## config.mk

```make
export PLATFORM = sky130hd
export DESIGN_NAME = goose_publish_scheduler_flat
export DESIGN_NICKNAME = d
export VERILOG_FILES = /design/src/hdl/gps_pkg.sv /design/src/hdl/gps_in_if.sv /design/src/hdl/gps_out_if.sv /design/src/hdl/goose_publish_scheduler.sv /design/src/hdl/gps_change.sv /design/src/flat_wrapper.sv
export SDC_FILE = /design/constraint.sdc
export NUM_CORES = 2
export LEC_CHECK = 0
export BUFFER_PORTS_ARGS = -buffer_cell sky130_fd_sc_hd__buf_2
export CORE_MARGIN = 3
export CORE_UTILIZATION = 60
export CTS_BUF_LIST = sky130_fd_sc_hd__clkbuf_8 sky130_fd_sc_hd__clkbuf_16
export DETAILED_ROUTE_END_ITERATION = 7
export PLACE_DENSITY = 0.8
export SYNTH_ARGS = -nofsm -noshare
export SYNTH_HDL_FRONTEND = slang
export SYNTH_SLANG_ARGS = --single-unit
```

## constraint.sdc

```tcl
create_clock -name clk -period 30.1 [get_ports clk]
set_input_delay 3.01 -clock clk [delete_from_list [all_inputs] [get_ports clk]]
set_output_delay 3.01 -clock clk [all_outputs]
set_load 0.02 [all_outputs]
```

## src/hdl/gps_pkg.sv

```systemverilog
// Package of the GOOSE publish scheduler: widths, register codes, reset values
package gps_pkg;

	localparam int DIG_CH = 16;
	localparam int ANA_CH = 4;

	localparam int DIG_W     = 16;
	localparam int DIG_CNT_W = 5;
	localparam int ANA_CNT_W = 3;
	localparam int ANA_W     = 32;
	localparam int DB_W      = 31;
	localparam int TIME_W    = 64;
	localparam int CNT_W     = 32;
	localparam int MIN_W     = 32;
	localparam int TTL_MS_W  = 16;
	localparam int NSPM_W    = 20;
	localparam int TTL_NS_W  = TTL_MS_W + NSPM_W;
	localparam int RETX_W    = TTL_NS_W + 1;
	localparam int CHG_W     = 5;

	localparam int CFG_IDX_W  = 3;
	localparam int CFG_DATA_W = 32;

	localparam logic [CFG_IDX_W-1:0] CFG_MIN_INTERVAL = 3'd0;
	localparam logic [CFG_IDX_W-1:0] CFG_TTL_MS       = 3'd1;
	localparam logic [CFG_IDX_W-1:0] CFG_DIGITAL_CNT  = 3'd2;
	localparam logic [CFG_IDX_W-1:0] CFG_ANALOG_CNT   = 3'd3;
	localparam logic [CFG_IDX_W-1:0] CFG_DEADBAND_A0  = 3'd4;
	localparam logic [CFG_IDX_W-1:0] CFG_DEADBAND_A1  = 3'd5;
	localparam logic [CFG_IDX_W-1:0] CFG_DEADBAND_A2  = 3'd6;
	localparam logic [CFG_IDX_W-1:0] CFG_DEADBAND_A3  = 3'd7;

	localparam logic [NSPM_W-1:0]   NS_PER_MS      = 20'd1000000;
	localparam logic [MIN_W-1:0]    MIN_INTERVAL_RST = 32'd2000000;
	localparam logic [TTL_MS_W-1:0] TTL_MS_RST     = 16'd1000;
	localparam logic [TTL_NS_W-1:0] TTL_NS_RST     = 36'd1000000000;

	typedef logic [ANA_CH-1:0][ANA_W-1:0] analog_vec_t;
	typedef logic [ANA_CH-1:0][DB_W-1:0]  deadband_vec_t;

endpackage

```

## src/hdl/gps_in_if.sv

```systemverilog
// Tick channel: time, digital bits and analog values
interface gps_in_if;
	import gps_pkg::*;

	logic                     valid;
	logic                     ready;
	logic [TIME_W-1:0]        now_ns;
	logic [DIG_W-1:0]         digital_bits;
	logic signed [ANA_W-1:0]  analog_v0;
	logic signed [ANA_W-1:0]  analog_v1;
	logic signed [ANA_W-1:0]  analog_v2;
	logic signed [ANA_W-1:0]  analog_v3;

	modport source (output valid, now_ns, digital_bits, analog_v0, analog_v1, analog_v2,
		analog_v3, input ready);
	modport sink (input valid, now_ns, digital_bits, analog_v0, analog_v1, analog_v2,
		analog_v3, output ready);
endinterface

```

## src/hdl/gps_out_if.sv

```systemverilog
// Result channel: send flag, state and sequence numbers, frame timestamp
interface gps_out_if;
	import gps_pkg::*;

	logic              valid;
	logic              ready;
	logic              send_now;
	logic [CNT_W-1:0]  state_number;
	logic [CNT_W-1:0]  sequence_number;
	logic [TIME_W-1:0] frame_time_ns;

	modport source (output valid, send_now, state_number, sequence_number, frame_time_ns,
		input ready);
	modport sink (input valid, send_now, state_number, sequence_number, frame_time_ns,
		output ready);
endinterface

```

## src/hdl/goose_publish_scheduler.sv

```systemverilog
// Top level of the GOOSE publish scheduler
// Usage:
//  - tick (sink): one transaction per time tick carrying now_ns, the digital
//    bits and four signed Q16.16 analog values.
//  - frame (source): exactly one transaction per tick with send_now, the
//    state number, the sequence number of the frame and its timestamp.
//  - cfg_we/cfg_index/cfg_wdata: register writes, only while no tick is in
//    flight; a new ttl_ms is scaled to ns in the cycle after the write.
// Timing:
//  - a tick is captured in an input register; the next edge that finds the
//    result register free or being emptied computes it and loads the result.
//  - from tick acceptance to frame valid a tick passes the input register
//    and then the result register; a held frame delays the second.
//  - throughput: one tick per cycle while frames are taken; the update of the
//    sequence/state/interval registers from their own values is the loop that sets this rate.
// Reset: configuration returns to its defaults, counters and history clear,
//   the interval returns to the minimum, both stages empty.
// Stall: a held frame keeps its payload; one further tick waits in the
//   input register, then tick.ready drops until the frame is taken.
module goose_publish_scheduler import gps_pkg::*; (
	input  logic                  clk,
	input  logic                  arst_n,
	input  logic                  cfg_we,
	input  logic [CFG_IDX_W-1:0]  cfg_index,
	input  logic [CFG_DATA_W-1:0] cfg_wdata,
	gps_in_if.sink                tick,
	gps_out_if.source             frame
);

	// configuration registers
	logic [MIN_W-1:0]     min_interval_q;
	logic [TTL_MS_W-1:0]  ttl_ms_q;
	logic [TTL_NS_W-1:0]  ttl_ns_q;
	logic [DIG_CNT_W-1:0] digital_count_q;
	logic [ANA_CNT_W-1:0] analog_count_q;
	deadband_vec_t        deadband_q;

	// scheduler state
	logic [TIME_W-1:0] last_send_q;
	logic [RETX_W-1:0] retx_q;
	logic [CNT_W-1:0]  seq_q;
	logic [CNT_W-1:0]  state_q;
	logic [DIG_W-1:0]  prev_digital_q;
	analog_vec_t       prev_analog_q;

	// input stage
	logic              valid_s1;
	logic [TIME_W-1:0] now_s1;
	logic [DIG_W-1:0]  digital_s1;
	analog_vec_t       analog_s1;

	// result register
	logic              out_valid_q;
	logic              send_q;
	logic [CNT_W-1:0]  state_out_q;
	logic [CNT_W-1:0]  seq_out_q;
	logic [TIME_W-1:0] time_out_q;

	logic              advance;
	logic              enabled;
	logic [CHG_W-1:0]  changes;
	logic [CNT_W-1:0]  seq_base;
	logic [CNT_W-1:0]  state_nxt;
	logic [RETX_W-1:0] interval;
	logic [TIME_W-1:0] elapsed;
	logic              send;
	logic [RETX_W-1:0] retx_nxt;

	// --- configuration write port ---
	always_ff @(posedge clk or negedge arst_n) begin
		if (!arst_n) begin
			min_interval_q  <= MIN_INTERVAL_RST;
			ttl_ms_q        <= TTL_MS_RST;
			digital_count_q <= '0;
			analog_count_q  <= '0;
			deadband_q      <= '0;
		end else if (cfg_we) begin
			unique case (cfg_index)
				CFG_MIN_INTERVAL: min_interval_q  <= cfg_wdata[MIN_W-1:0];
				CFG_TTL_MS:       ttl_ms_q        <= cfg_wdata[TTL_MS_W-1:0];
				CFG_DIGITAL_CNT:  digital_count_q <= cfg_wdata[DIG_CNT_W-1:0];
				CFG_ANALOG_CNT:   analog_count_q  <= cfg_wdata[ANA_CNT_W-1:0];
				CFG_DEADBAND_A0:  deadband_q[0]   <= cfg_wdata[DB_W-1:0];
				CFG_DEADBAND_A1:  deadband_q[1]   <= cfg_wdata[DB_W-1:0];
				CFG_DEADBAND_A2:  deadband_q[2]   <= cfg_wdata[DB_W-1:0];
				CFG_DEADBAND_A3:  deadband_q[3]   <= cfg_wdata[DB_W-1:0];
				default: ;
			endcase
		end
	end

	// ttl in ns: 16x20 product, registered so it stays off the tick path
	always_ff @(posedge clk or negedge arst_n) begin
		if (!arst_n) begin
			ttl_ns_q <= TTL_NS_RST;
		end else begin
			ttl_ns_q <= TTL_NS_W'(ttl_ms_q * NS_PER_MS);
		end
	end

	// --- handshake: stage 1 moves on when the result register frees up ---
	assign advance     = valid_s1 && (!out_valid_q || frame.ready);
	assign tick.ready  = !valid_s1 || advance;

	always_ff @(posedge clk or negedge arst_n) begin
		if (!arst_n) begin
			valid_s1 <= 1'b0;
		end else if (tick.ready) begin
			valid_s1 <= tick.valid;
		end
	end

	always_ff @(posedge clk) begin
		if (tick.valid && tick.ready) begin
			now_s1       <= tick.now_ns;
			digital_s1   <= tick.digital_bits;
			analog_s1[0] <= tick.analog_v0;
			analog_s1[1] <= tick.analog_v1;
			analog_s1[2] <= tick.analog_v2;
			analog_s1[3] <= tick.analog_v3;
		end
	end

	// --- change detection ---
	gps_change u_change (
		.digital_bits  (digital_s1),
		.prev_digital  (prev_digital_q),
		.digital_count (digital_count_q),
		.analog        (analog_s1),
		.prev_analog   (prev_analog_q),
		.analog_count  (analog_count_q),
		.deadband      (deadband_q),
		.changes       (changes)
	);

	// --- retransmission timing ---
	// any change restarts the sequence; sequence zero restores the minimum interval
	assign enabled   = (digital_count_q != '0) || (analog_count_q != '0);
	assign seq_base  = (changes != '0) ? '0 : seq_q;
	assign state_nxt = state_q + CNT_W'(changes);
	assign interval  = (seq_base == '0) ? RETX_W'(min_interval_q) : retx_q;
	assign elapsed   = now_s1 - last_send_q;
	assign send      = enabled && (elapsed >= TIME_W'(interval));

	// on a send, double below the ttl, otherwise clamp to it; without a send it holds
	always_comb begin
		if (!send) begin
			retx_nxt = interval;
		end else if (interval < RETX_W'(ttl_ns_q)) begin
			retx_nxt = {interval[RETX_W-2:0], 1'b0};
		end else begin
			retx_nxt = RETX_W'(ttl_ns_q);
		end
	end

	always_ff @(posedge clk or negedge arst_n) begin
		if (!arst_n) begin
			last_send_q    <= '0;
			retx_q         <= RETX_W'(MIN_INTERVAL_RST);
			seq_q          <= '0;
			state_q        <= '0;
			prev_digital_q <= '0;
			prev_analog_q  <= '0;
		end else if (advance) begin
			state_q        <= state_nxt;
			prev_digital_q <= digital_s1;
			prev_analog_q  <= analog_s1;
			seq_q          <= send ? seq_base + CNT_W'(1) : seq_base;
			if (enabled) begin
				retx_q <= retx_nxt;
			end
			if (send) begin
				last_send_q <= now_s1;
			end
		end
	end

	// --- result register ---
	always_ff @(posedge clk or negedge arst_n) begin
		if (!arst_n) begin
			out_valid_q <= 1'b0;
		end else if (advance) begin
			out_valid_q <= 1'b1;
		end else if (frame.ready) begin
			out_valid_q <= 1'b0;
		end
	end

	always_ff @(posedge clk) begin
		if (advance) begin
			send_q      <= send;
			state_out_q <= state_nxt;
			seq_out_q   <= seq_base;
			time_out_q  <= send ? now_s1 : last_send_q;
		end
	end

	assign frame.valid           = out_valid_q;
	assign frame.send_now        = send_q;
	assign frame.state_number    = state_out_q;
	assign frame.sequence_number = seq_out_q;
	assign frame.frame_time_ns   = time_out_q;

endmodule

```

## src/hdl/gps_change.sv

```systemverilog
// Change detector: counts changed digital channels and analog deadband hits
module gps_change import gps_pkg::*; (
	input  logic [DIG_W-1:0]     digital_bits,
	input  logic [DIG_W-1:0]     prev_digital,
	input  logic [DIG_CNT_W-1:0] digital_count,
	input  analog_vec_t          analog,
	input  analog_vec_t          prev_analog,
	input  logic [ANA_CNT_W-1:0] analog_count,
	input  deadband_vec_t        deadband,
	output logic [CHG_W-1:0]     changes
);

	logic [DIG_CNT_W-1:0] nd;
	logic [ANA_CNT_W-1:0] na;
	logic [DIG_W-1:0]     diff_bits;
	logic [CHG_W-1:0]     pop_lo;
	logic [CHG_W-1:0]     pop_hi;
	logic [CHG_W-1:0]     ana_hits;

	// clamp enable counts to the channels present
	assign nd = (digital_count > DIG_CNT_W'(DIG_CH)) ? DIG_CNT_W'(DIG_CH) : digital_count;
	assign na = (analog_count > ANA_CNT_W'(ANA_CH)) ? ANA_CNT_W'(ANA_CH) : analog_count;

	always_comb begin
		for (int i = 0; i < DIG_W; i++) begin
			diff_bits[i] = (digital_bits[i] ^ prev_digital[i]) & (DIG_CNT_W'(i) < nd);
		end
	end

	// two independent halves keep the adder chain short
	always_comb begin
		pop_lo = '0;
		pop_hi = '0;
		for (int i = 0; i < DIG_W / 2; i++) begin
			pop_lo = pop_lo + CHG_W'(diff_bits[i]);
			pop_hi = pop_hi + CHG_W'(diff_bits[i + DIG_W / 2]);
		end
	end

	always_comb begin
		logic signed [ANA_W:0] d;
		logic [ANA_W:0]        mag;
		ana_hits = '0;
		for (int i = 0; i < ANA_CH; i++) begin
			d   = $signed({analog[i][ANA_W-1], analog[i]})
				- $signed({prev_analog[i][ANA_W-1], prev_analog[i]});
			mag = d[ANA_W] ? (ANA_W+1)'(-d) : (ANA_W+1)'(d);
			if ((ANA_CNT_W'(i) < na) && (mag >= (ANA_W+1)'(deadband[i]))) begin
				ana_hits = ana_hits + CHG_W'(1);
			end
		end
	end

	assign changes = pop_lo + pop_hi + ana_hits;

endmodule

```

## src/flat_wrapper.sv

```systemverilog
// flat-port wrapper written by rule: the top's interface ports become plain ports
module goose_publish_scheduler_flat import gps_pkg::*;
  (clk, arst_n, cfg_we, cfg_index, cfg_wdata, tick_valid, tick_now_ns, tick_digital_bits, tick_analog_v0, tick_analog_v1, tick_analog_v2, tick_analog_v3, tick_ready, frame_valid, frame_send_now, frame_state_number, frame_sequence_number, frame_frame_time_ns, frame_ready);
  gps_in_if tick_i ();
  gps_out_if frame_i ();
  input  logic clk;
  input  logic arst_n;
  input  logic cfg_we;
  input  logic [CFG_IDX_W-1:0] cfg_index;
  input  logic [CFG_DATA_W-1:0] cfg_wdata;
  input wire logic [$bits(tick_i.valid)-1:0] tick_valid;
  input wire logic [$bits(tick_i.now_ns)-1:0] tick_now_ns;
  input wire logic [$bits(tick_i.digital_bits)-1:0] tick_digital_bits;
  input wire logic [$bits(tick_i.analog_v0)-1:0] tick_analog_v0;
  input wire logic [$bits(tick_i.analog_v1)-1:0] tick_analog_v1;
  input wire logic [$bits(tick_i.analog_v2)-1:0] tick_analog_v2;
  input wire logic [$bits(tick_i.analog_v3)-1:0] tick_analog_v3;
  output wire logic [$bits(tick_i.ready)-1:0] tick_ready;
  output wire logic [$bits(frame_i.valid)-1:0] frame_valid;
  output wire logic [$bits(frame_i.send_now)-1:0] frame_send_now;
  output wire logic [$bits(frame_i.state_number)-1:0] frame_state_number;
  output wire logic [$bits(frame_i.sequence_number)-1:0] frame_sequence_number;
  output wire logic [$bits(frame_i.frame_time_ns)-1:0] frame_frame_time_ns;
  input wire logic [$bits(frame_i.ready)-1:0] frame_ready;
  assign tick_i.valid = tick_valid;
  assign tick_i.now_ns = tick_now_ns;
  assign tick_i.digital_bits = tick_digital_bits;
  assign tick_i.analog_v0 = tick_analog_v0;
  assign tick_i.analog_v1 = tick_analog_v1;
  assign tick_i.analog_v2 = tick_analog_v2;
  assign tick_i.analog_v3 = tick_analog_v3;
  assign tick_ready = tick_i.ready;
  assign frame_valid = frame_i.valid;
  assign frame_send_now = frame_i.send_now;
  assign frame_state_number = frame_i.state_number;
  assign frame_sequence_number = frame_i.sequence_number;
  assign frame_frame_time_ns = frame_i.frame_time_ns;
  assign frame_i.ready = frame_ready;
  goose_publish_scheduler u_core (.clk(clk), .arst_n(arst_n), .cfg_we(cfg_we), .cfg_index(cfg_index), .cfg_wdata(cfg_wdata), .tick(tick_i), .frame(frame_i));
endmodule
```

Word level (Yosys, flattened, before mapping)
Cells that the tools add are included.
{"block": "word_totals", "ff_bits": 858, "latch_bits": 0, "ram_bits": 0, "romBits": 0, "inputBits": 248, "output_inout_bits": 131, "mem_count": 0}
{"block": "classes", "add_sub_neg": 30, "mul": 1, "n_div": 0, "order_cmp": 28, "n_eq_ne": 7, "shifts": 0, "mux": 18, "bitwise": 32, "reduce_logical": 27}
{"operator": "33-bit by 31-bit >= comparator with 1-bit output", "n": 4}
{"operator": "33-bit 2-to-1 mux", "n": 4}
{"operator": "33-bit negator", "n": 4}
{"operator": "32-bit by 32-bit subtractor with 33-bit output", "n": 4}
{"operator": "37-bit 2-to-1 mux", "n": 3}
{"operator": "64-bit by 37-bit >= comparator with 1-bit output", "n": 1}
{"operator": "32-bit 2-to-1 mux", "n": 2}
{"operator": "64-bit 2-to-1 mux", "n": 1}
{"operator": "64-bit subtractor", "n": 1}
{"operator": "4-bit by 5-bit < comparator with 1-bit output, first input constant", "n": 8}
{"operator": "37-bit by 36-bit < comparator with 1-bit output", "n": 1}
{"operator": "32-bit by 1-bit adder with 32-bit output, second input constant", "n": 1}
{"operator": "32-bit by 5-bit adder with 32-bit output", "n": 1}
{"operator": "32-bit zero test", "n": 1}
{"operator": "5-bit by 1-bit adder with 5-bit output", "n": 6}
{"operator": "16-bit by 14-bit multiplier with 30-bit output, second input constant", "n": 1}
{"operator": "3-bit by 5-bit < comparator with 1-bit output, first input constant", "n": 4}
{"operator": "5-bit 2-to-1 mux", "n": 4}
{"operator": "2-bit AND reduction", "n": 9}
{"operator": "1-bit AND", "n": 16}
{"operator": "1-bit bitwise XOR", "n": 16}
{"operator": "5-bit by 1-bit adder with 5-bit output, second input constant", "n": 3}
{"operator": "3-bit == test, second input constant", "n": 4}
{"operator": "4-bit by 1-bit adder with 5-bit output", "n": 2}
{"operator": "other kinds (21)", "n": 42}

Longest topological paths before layout
{"block": "logic_depth", "word_depth": 20, "mapped_depth": 74, "depth_no_buf": 67}

Hierarchy
Synthesis repeated with hierarchy kept, for this count alone.
{"block": "hier_totals", "hier_cells": 5891, "area_unflattened_um2": 57535.2}
{"mod": "goose_publish_scheduler", "instances": 1, "cells_each": 3606, "area_per_inst_um2": 41846.4, "seq_area_each_um2": 23198.5}
{"mod": "gps_change", "instances": 1, "cells_each": 2285, "area_per_inst_um2": 15688.8, "seq_area_each_um2": 0.0}

Worst setup path after synthesis
Ideal clock, no wire load.
{"block": "synth_timing", "kind": "flip-flop to flip-flop", "from": "register u_core.analog_s1[71] (netlist bit)", "to": "register u_core.time_out_q[55], in the netlist u_core.frame.frame_time_ns[55] (data pin)", "t_arrival_ps": 15386, "required_ps": 29838, "setup_slack_ps": 14452, "stages_incl_launch_ff": 66, "cell_sequence": "edfxtp_1 > ha_1 > clkbuf_1 > nand3_1 > or3_1 > a211o_1 > a31o_2 > a211oi_1 > o21ai_0 > a31oi_1 > a2111oi_0 > a21oi_1 > clkbuf_1 > a21oi_1 > xor2_1 > ha_1 > a21o_1 > a21o_1 > (+30 left out) > mux2_2 > ha_1 > nand2b_1 > a2111oi_0 > or4_1 > a31oi_1 > nor3_1 > o21a_1 > o2111ai_1 > or4b_1 > nor4_1 > nand4_1 > or4_1 > buf_4 > nand2_4 > buf_12 > buf_6 > mux2_1"}
{"block": "synth_between", "elab_chain_len": 16}
{"item": "start: declaration", "line_no": "goose_publish_scheduler.sv:50", "text": "analog_vec_t analog_s1;"}
{"item": "32-bit by 32-bit subtractor with 33-bit output (*)", "line_no": "gps_change.sv:46", "text": "- $signed({prev_analog[i][ANA_W-1], prev_analog[i]});"}
{"item": "33-bit negator", "line_no": "gps_change.sv:47", "text": "mag = d[ANA_W] ? (ANA_W+1)'(-d) : (ANA_W+1)'(d);"}
{"item": "33-bit 2-to-1 mux (*)", "line_no": "gps_change.sv:47"}
{"item": "33-bit by 31-bit >= comparator with 1-bit output (*)", "line_no": "gps_change.sv:48", "text": "if ((ANA_CNT_W'(i) < na) && (mag >= (ANA_W+1)'(deadband[i]))) begin"}
{"item": "1-bit logical AND (*)", "line_no": "gps_change.sv:48"}
{"item": "5-bit 2-to-1 mux (*)", "line_no": "gps_change.sv:48"}
{"item": "5-bit by 1-bit adder with 5-bit output", "line_no": "gps_change.sv:49", "text": "ana_hits = ana_hits + CHG_W'(1);"}
{"item": "5-bit 2-to-1 mux (*)", "line_no": "gps_change.sv:48"}
{"item": "5-bit adder (*)", "line_no": "gps_change.sv:54", "text": "assign changes = pop_lo + pop_hi + ana_hits;"}
{"item": "5-bit nonzero test (*)", "line_no": "goose_publish_scheduler.sv:139", "text": "assign seq_base = (changes != '0) ? '0 : seq_q;"}
{"item": "32-bit 2-to-1 mux (*)", "line_no": "goose_publish_scheduler.sv:139"}
{"item": "32-bit zero test (*)", "line_no": "goose_publish_scheduler.sv:141", "text": "assign interval = (seq_base == '0) ? RETX_W'(min_interval_q) : retx_q;"}
{"item": "37-bit 2-to-1 mux (*)", "line_no": "goose_publish_scheduler.sv:141"}
{"item": "64-bit by 37-bit >= comparator with 1-bit output (*)", "line_no": "goose_publish_scheduler.sv:143", "text": "assign send = enabled && (elapsed >= TIME_W'(interval));"}
{"item": "1-bit logical AND (*)", "line_no": "goose_publish_scheduler.sv:143"}
{"item": "64-bit 2-to-1 mux (*)", "line_no": "goose_publish_scheduler.sv:194", "text": "time_out_q <= send ? now_s1 : last_send_q;"}
{"item": "end signal: assignment", "line_no": "goose_publish_scheduler.sv:194"}
{"item": "end: declaration", "line_no": "goose_publish_scheduler.sv:57", "text": "logic [TIME_W-1:0] time_out_q;"}
Mark *: on every way between the ends. The rest lies on a longest branch, timed or not.
A chain may end at the register's enable or synchronous reset.

Worst setup path in the final report
{"block": "layout_timing", "from": "register u_core.analog_s1[4] (netlist bit)", "to": "register u_core.time_out_q[63], in the netlist u_core.frame.frame_time_ns[63] (data pin)"}
{"block": "layout_between", "elab_chain_len": 20}
{"item": "32-bit by 32-bit subtractor with 33-bit output (*)", "line_no": "gps_change.sv:46"}
{"item": "33-bit negator", "line_no": "gps_change.sv:47"}
{"item": "33-bit 2-to-1 mux (*)", "line_no": "gps_change.sv:47"}
{"item": "33-bit by 31-bit >= comparator with 1-bit output (*)", "line_no": "gps_change.sv:48"}
{"item": "1-bit logical AND (*)", "line_no": "gps_change.sv:48"}
{"item": "1-bit 2-to-1 mux (*)", "line_no": "gps_change.sv:48"}
{"item": "5-bit by 1-bit adder with 5-bit output", "line_no": "gps_change.sv:49"}
{"item": "5-bit 2-to-1 mux (*)", "line_no": "gps_change.sv:48"}
{"item": "(+4 left out)"}
{"item": "5-bit adder (*)", "line_no": "gps_change.sv:54"}
{"item": "5-bit nonzero test (*)", "line_no": "goose_publish_scheduler.sv:139"}
{"item": "32-bit 2-to-1 mux (*)", "line_no": "goose_publish_scheduler.sv:139"}
{"item": "32-bit zero test (*)", "line_no": "goose_publish_scheduler.sv:141"}
{"item": "37-bit 2-to-1 mux (*)", "line_no": "goose_publish_scheduler.sv:141"}
{"item": "64-bit by 37-bit >= comparator with 1-bit output (*)", "line_no": "goose_publish_scheduler.sv:143"}
{"item": "1-bit logical AND (*)", "line_no": "goose_publish_scheduler.sv:143"}
{"item": "64-bit 2-to-1 mux (*)", "line_no": "goose_publish_scheduler.sv:194"}
Marked as above.

==> results.sh <==
export IMPL_status="completed"
export IMPL_seq_area_frac_synth_pct=41.7
export IMPL_cts_clk_slew_worst_paths_ns=0.06
export IMPL_fin_cells=7190
export IMPL_nets=6691
export IMPL_fillers=7150
export IMPL_async_flop_share_pct=60.7
export IMPL_syn_nets=6363
export IMPL_syn_avg_cell_area_sq_um=10.1
export IMPL_worst_pin_slew_ns=1.25
export IMPL_avgRoutedWirePerCell_um=18.8
export IMPL_drt_iter0_drc=3055
export IMPL_ys_warn_count=0
export IMPL_finalCritPeriodShare_pct=59.6
export IMPL_startpoint_type="register"
export IMPL_rsz0062_at_grt="false"
export IMPL_slowest_stage="nand2_4"
export IMPL_powerDensity_nw_per_um2=117
export IMPL_synth_distinct_cells=96
export IMPL_place_ws_ns=12.36
export IMPL_viasPerCell=5.87
export IMPL_vias=42194
export IMPL_slew_viol_final=0
export IMPL_grt_pass1_wl_um=219000
export IMPL_post_dp_hpwl_um=101000
export IMPL_routed_wl_met2_um=65600
export IMPL_worstPathMaxFanout=65
export IMPL_track_usage_pct=27.7
export IMPL_syn_area_sq_um=55600
export IMPL_start_util_pct=60.6
export IMPL_numCtsBuffers=92
export IMPL_finClkSkew_ns=0.0196
export IMPL_dieHeight_um=311
export IMPL_cts_tree="yes"
export IMPL_clock_latency_ns=0.68
export IMPL_areaGrowthSynthToFinish_pct=11.2
export IMPL_power_mw=7.22
export IMPL_hold_ws_ns=0.478
export IMPL_fin_tns_setup_ns=0
export IMPL_power_static_leakage_nw=27.9
export IMPL_fin_util_pct=67.4
export IMPL_die_area_sq_um=96400
export IMPL_dr_pass1_iters=5
export IMPL_antenna_left=0
export IMPL_maxSlewHeadroom_pct=16.5
export IMPL_hold_class="register to register"
export IMPL_ys_flop_type="dfrtp_1"
export IMPL_critPathArrivalTime_ns=18.36
export IMPL_max_stage_delay_ns=0.88
export IMPL_h_tree_depth=3
export IMPL_grt_max_degree=205
export IMPL_top_layer="met5"
export IMPL_die_w_um=311
export IMPL_timing_final_crit_period_ns=17.95
export IMPL_peakVddDrop_mv=0.168
export IMPL_layout_common_cells="inv_1, nand2_1, ha_1"
export IMPL_netlist_instances=5535
export IMPL_postCtsHoldBufs=0
export IMPL_setup_slack_ns=12.15
export IMPL_fp_row_count=111
export IMPL_crit_type="register to register"
export IMPL_place_area_sq_um=58600
export IMPL_ctsRootBufferMaster="clkbuf_16"
export IMPL_synth_edff_count=337
export IMPL_synth_seq_cells=858
export IMPL_cts_resized=0
export IMPL_fmax_mhz=55.7
export IMPL_grt_remaining_overflow=0
export IMPL_finalSetupViolCount=0
export IMPL_hold_violations=0
export IMPL_io_buffers=378
export IMPL_met3_length_um=7870
export IMPL_layout_commonest_cell="inv_1"
export IMPL_met1Wirelength_um=57500
export IMPL_required_ns=30.51
export IMPL_drc=0
export IMPL_cap_viol_max_count=0
export IMPL_drt_total_wl_um=135000
export IMPL_post_cts_buffers=0
export IMPL_clock_path_buffers=3
export IMPL_antenna_found_initial=9
export IMPL_stdcell_area_sq_um=61900
export IMPL_drive_gt1_share_pct=14.9
export IMPL_ios=379
export IMPL_cp_end_kind="register"
export IMPL_coreArea_sq_um=91800
export IMPL_gp_congestion=0.945
export IMPL_cts_sinks=858
export IMPL_grt_pass1_vias=41842
export IMPL_dp_cells=7012
final cells by class:
type / count / area, sq um / area share, %
repair buffers: 407 / 2140 / 3.46
flip-flops and latches: 858 / 23200 / 37.5
clock inverters: 65 / 653 / 1.06
well taps: 1243 / 1560 / 2.51
multi-input cells: 3959 / 29700 / 48.0
diodes: 4 / 10.0 / 0.0162
inverters: 545 / 2050 / 3.32
clock buffers: 109 / 2600 / 4.21
worst max-delay path, delay by kind of cell (launching register included):
family	cells	cell delay (ns)
adder cells (fa/ha/maj)	10	3.92
AND/OR/NAND/NOR	16	5.34
AO/OA/AOI/OAI	26	5.30
buffers and inverters	6	1.06
XOR/XNOR	3	0.72
multiplexers	2	0.84
flip-flops	1	0.39
sequential cells by signal (all words and copies together) (netlist names), 37 cells and up:
name	count
u_core.retx_q	37
u_core.analog_s1	128
u_core.deadband_q	124
u_core.frame.frame_time_ns	64
u_core.last_send_q	64
u_core.prev_analog_q	128
u_core.now_s1	64
report_power, final:
group,leakage [nW],total [mW],internal [mW],switching [mW]
Sequential,9.57,1.63,1.51,0.127
Clock,1.65,1.20,0.720,0.483
Combinational,16.7,4.39,1.88,2.51
Total,27.9,7.22,4.10,3.12
metal layers:
metal | vias to the layer above | global-route usage, %
li1 | 20295 | -
met1 | 20511 | 36.1
met2 | 1120 | 47.5
met3 | 258 | 4.84
met4 | 10 | 8.12
met5 | - | 0
worst paths after layout:
path | startpoint | endpoint | slack, ns | depth (start not counted)
min in group asynchronous | arst_n | u_core.last_send_q[41]$_DFFE_PN0P_ | 2.40 | 1
setup reg to reg | u_core.analog_s1[4]$_DFFE_PP_ | u_core.frame.frame_time_ns[63]$_DFFE_PP_ | 12.15 | 63
max in group asynchronous | arst_n | u_core.prev_analog_q[111]$_DFFE_PN0P_ | 25.43 | 3
hold / removal | u_core.state_q[0]$_DFFE_PN0P_ | u_core.state_q[0]$_DFFE_PN0P_ | 0.48 | 2
hold reg to reg | u_core.state_q[0]$_DFFE_PN0P_ | u_core.state_q[0]$_DFFE_PN0P_ | 0.48 | 2
setup / recovery | u_core.analog_s1[4]$_DFFE_PP_ | u_core.frame.frame_time_ns[63]$_DFFE_PP_ | 12.15 | 63
cells in the mapped netlist (47+ instances only):
master,number,share of area [%]
o21ai_0,354,3.2
a21oi_1,272,2.4
ha_1,507,11
fa_1,73,2.6
nor2b_1,50,0.56
nand2b_1,47,0.53
mux2_1,63,1.3
a21o_1,108,1.5
clkbuf_1,134,0.90
nor3_1,100,0.90
nand3_1,102,0.92
mux2_2,237,4.8
o21a_1,67,0.90
a31oi_1,68,0.76
dfrtp_1,488,22
xor2_1,126,2.0
and2_1,52,0.58
edfxtp_1,337,18
nand4_1,71,0.80
xnor2_1,259,4.1
nor2_1,280,1.9
inv_1,543,3.7
nand2_1,518,3.5
logic make-up after synthesis:
| family | Yosys count | synth area share (%) |
|---|---|---|
| and+or+nand+nor | 1457 | 12.7 |
| AOI/OAI and AO/OA | 1218 | 14.0 |
| DFF | 858 | 41.7 |
| buffers and inverters | 718 | 5.08 |
| adders and majority gates | 580 | 14.0 |
| xor gates and xnor gates | 385 | 6.06 |
| muxes | 318 | 6.39 |
| other | 1 | 0.00674 |
No activity file was read; power rests on OpenSTA's default activity.
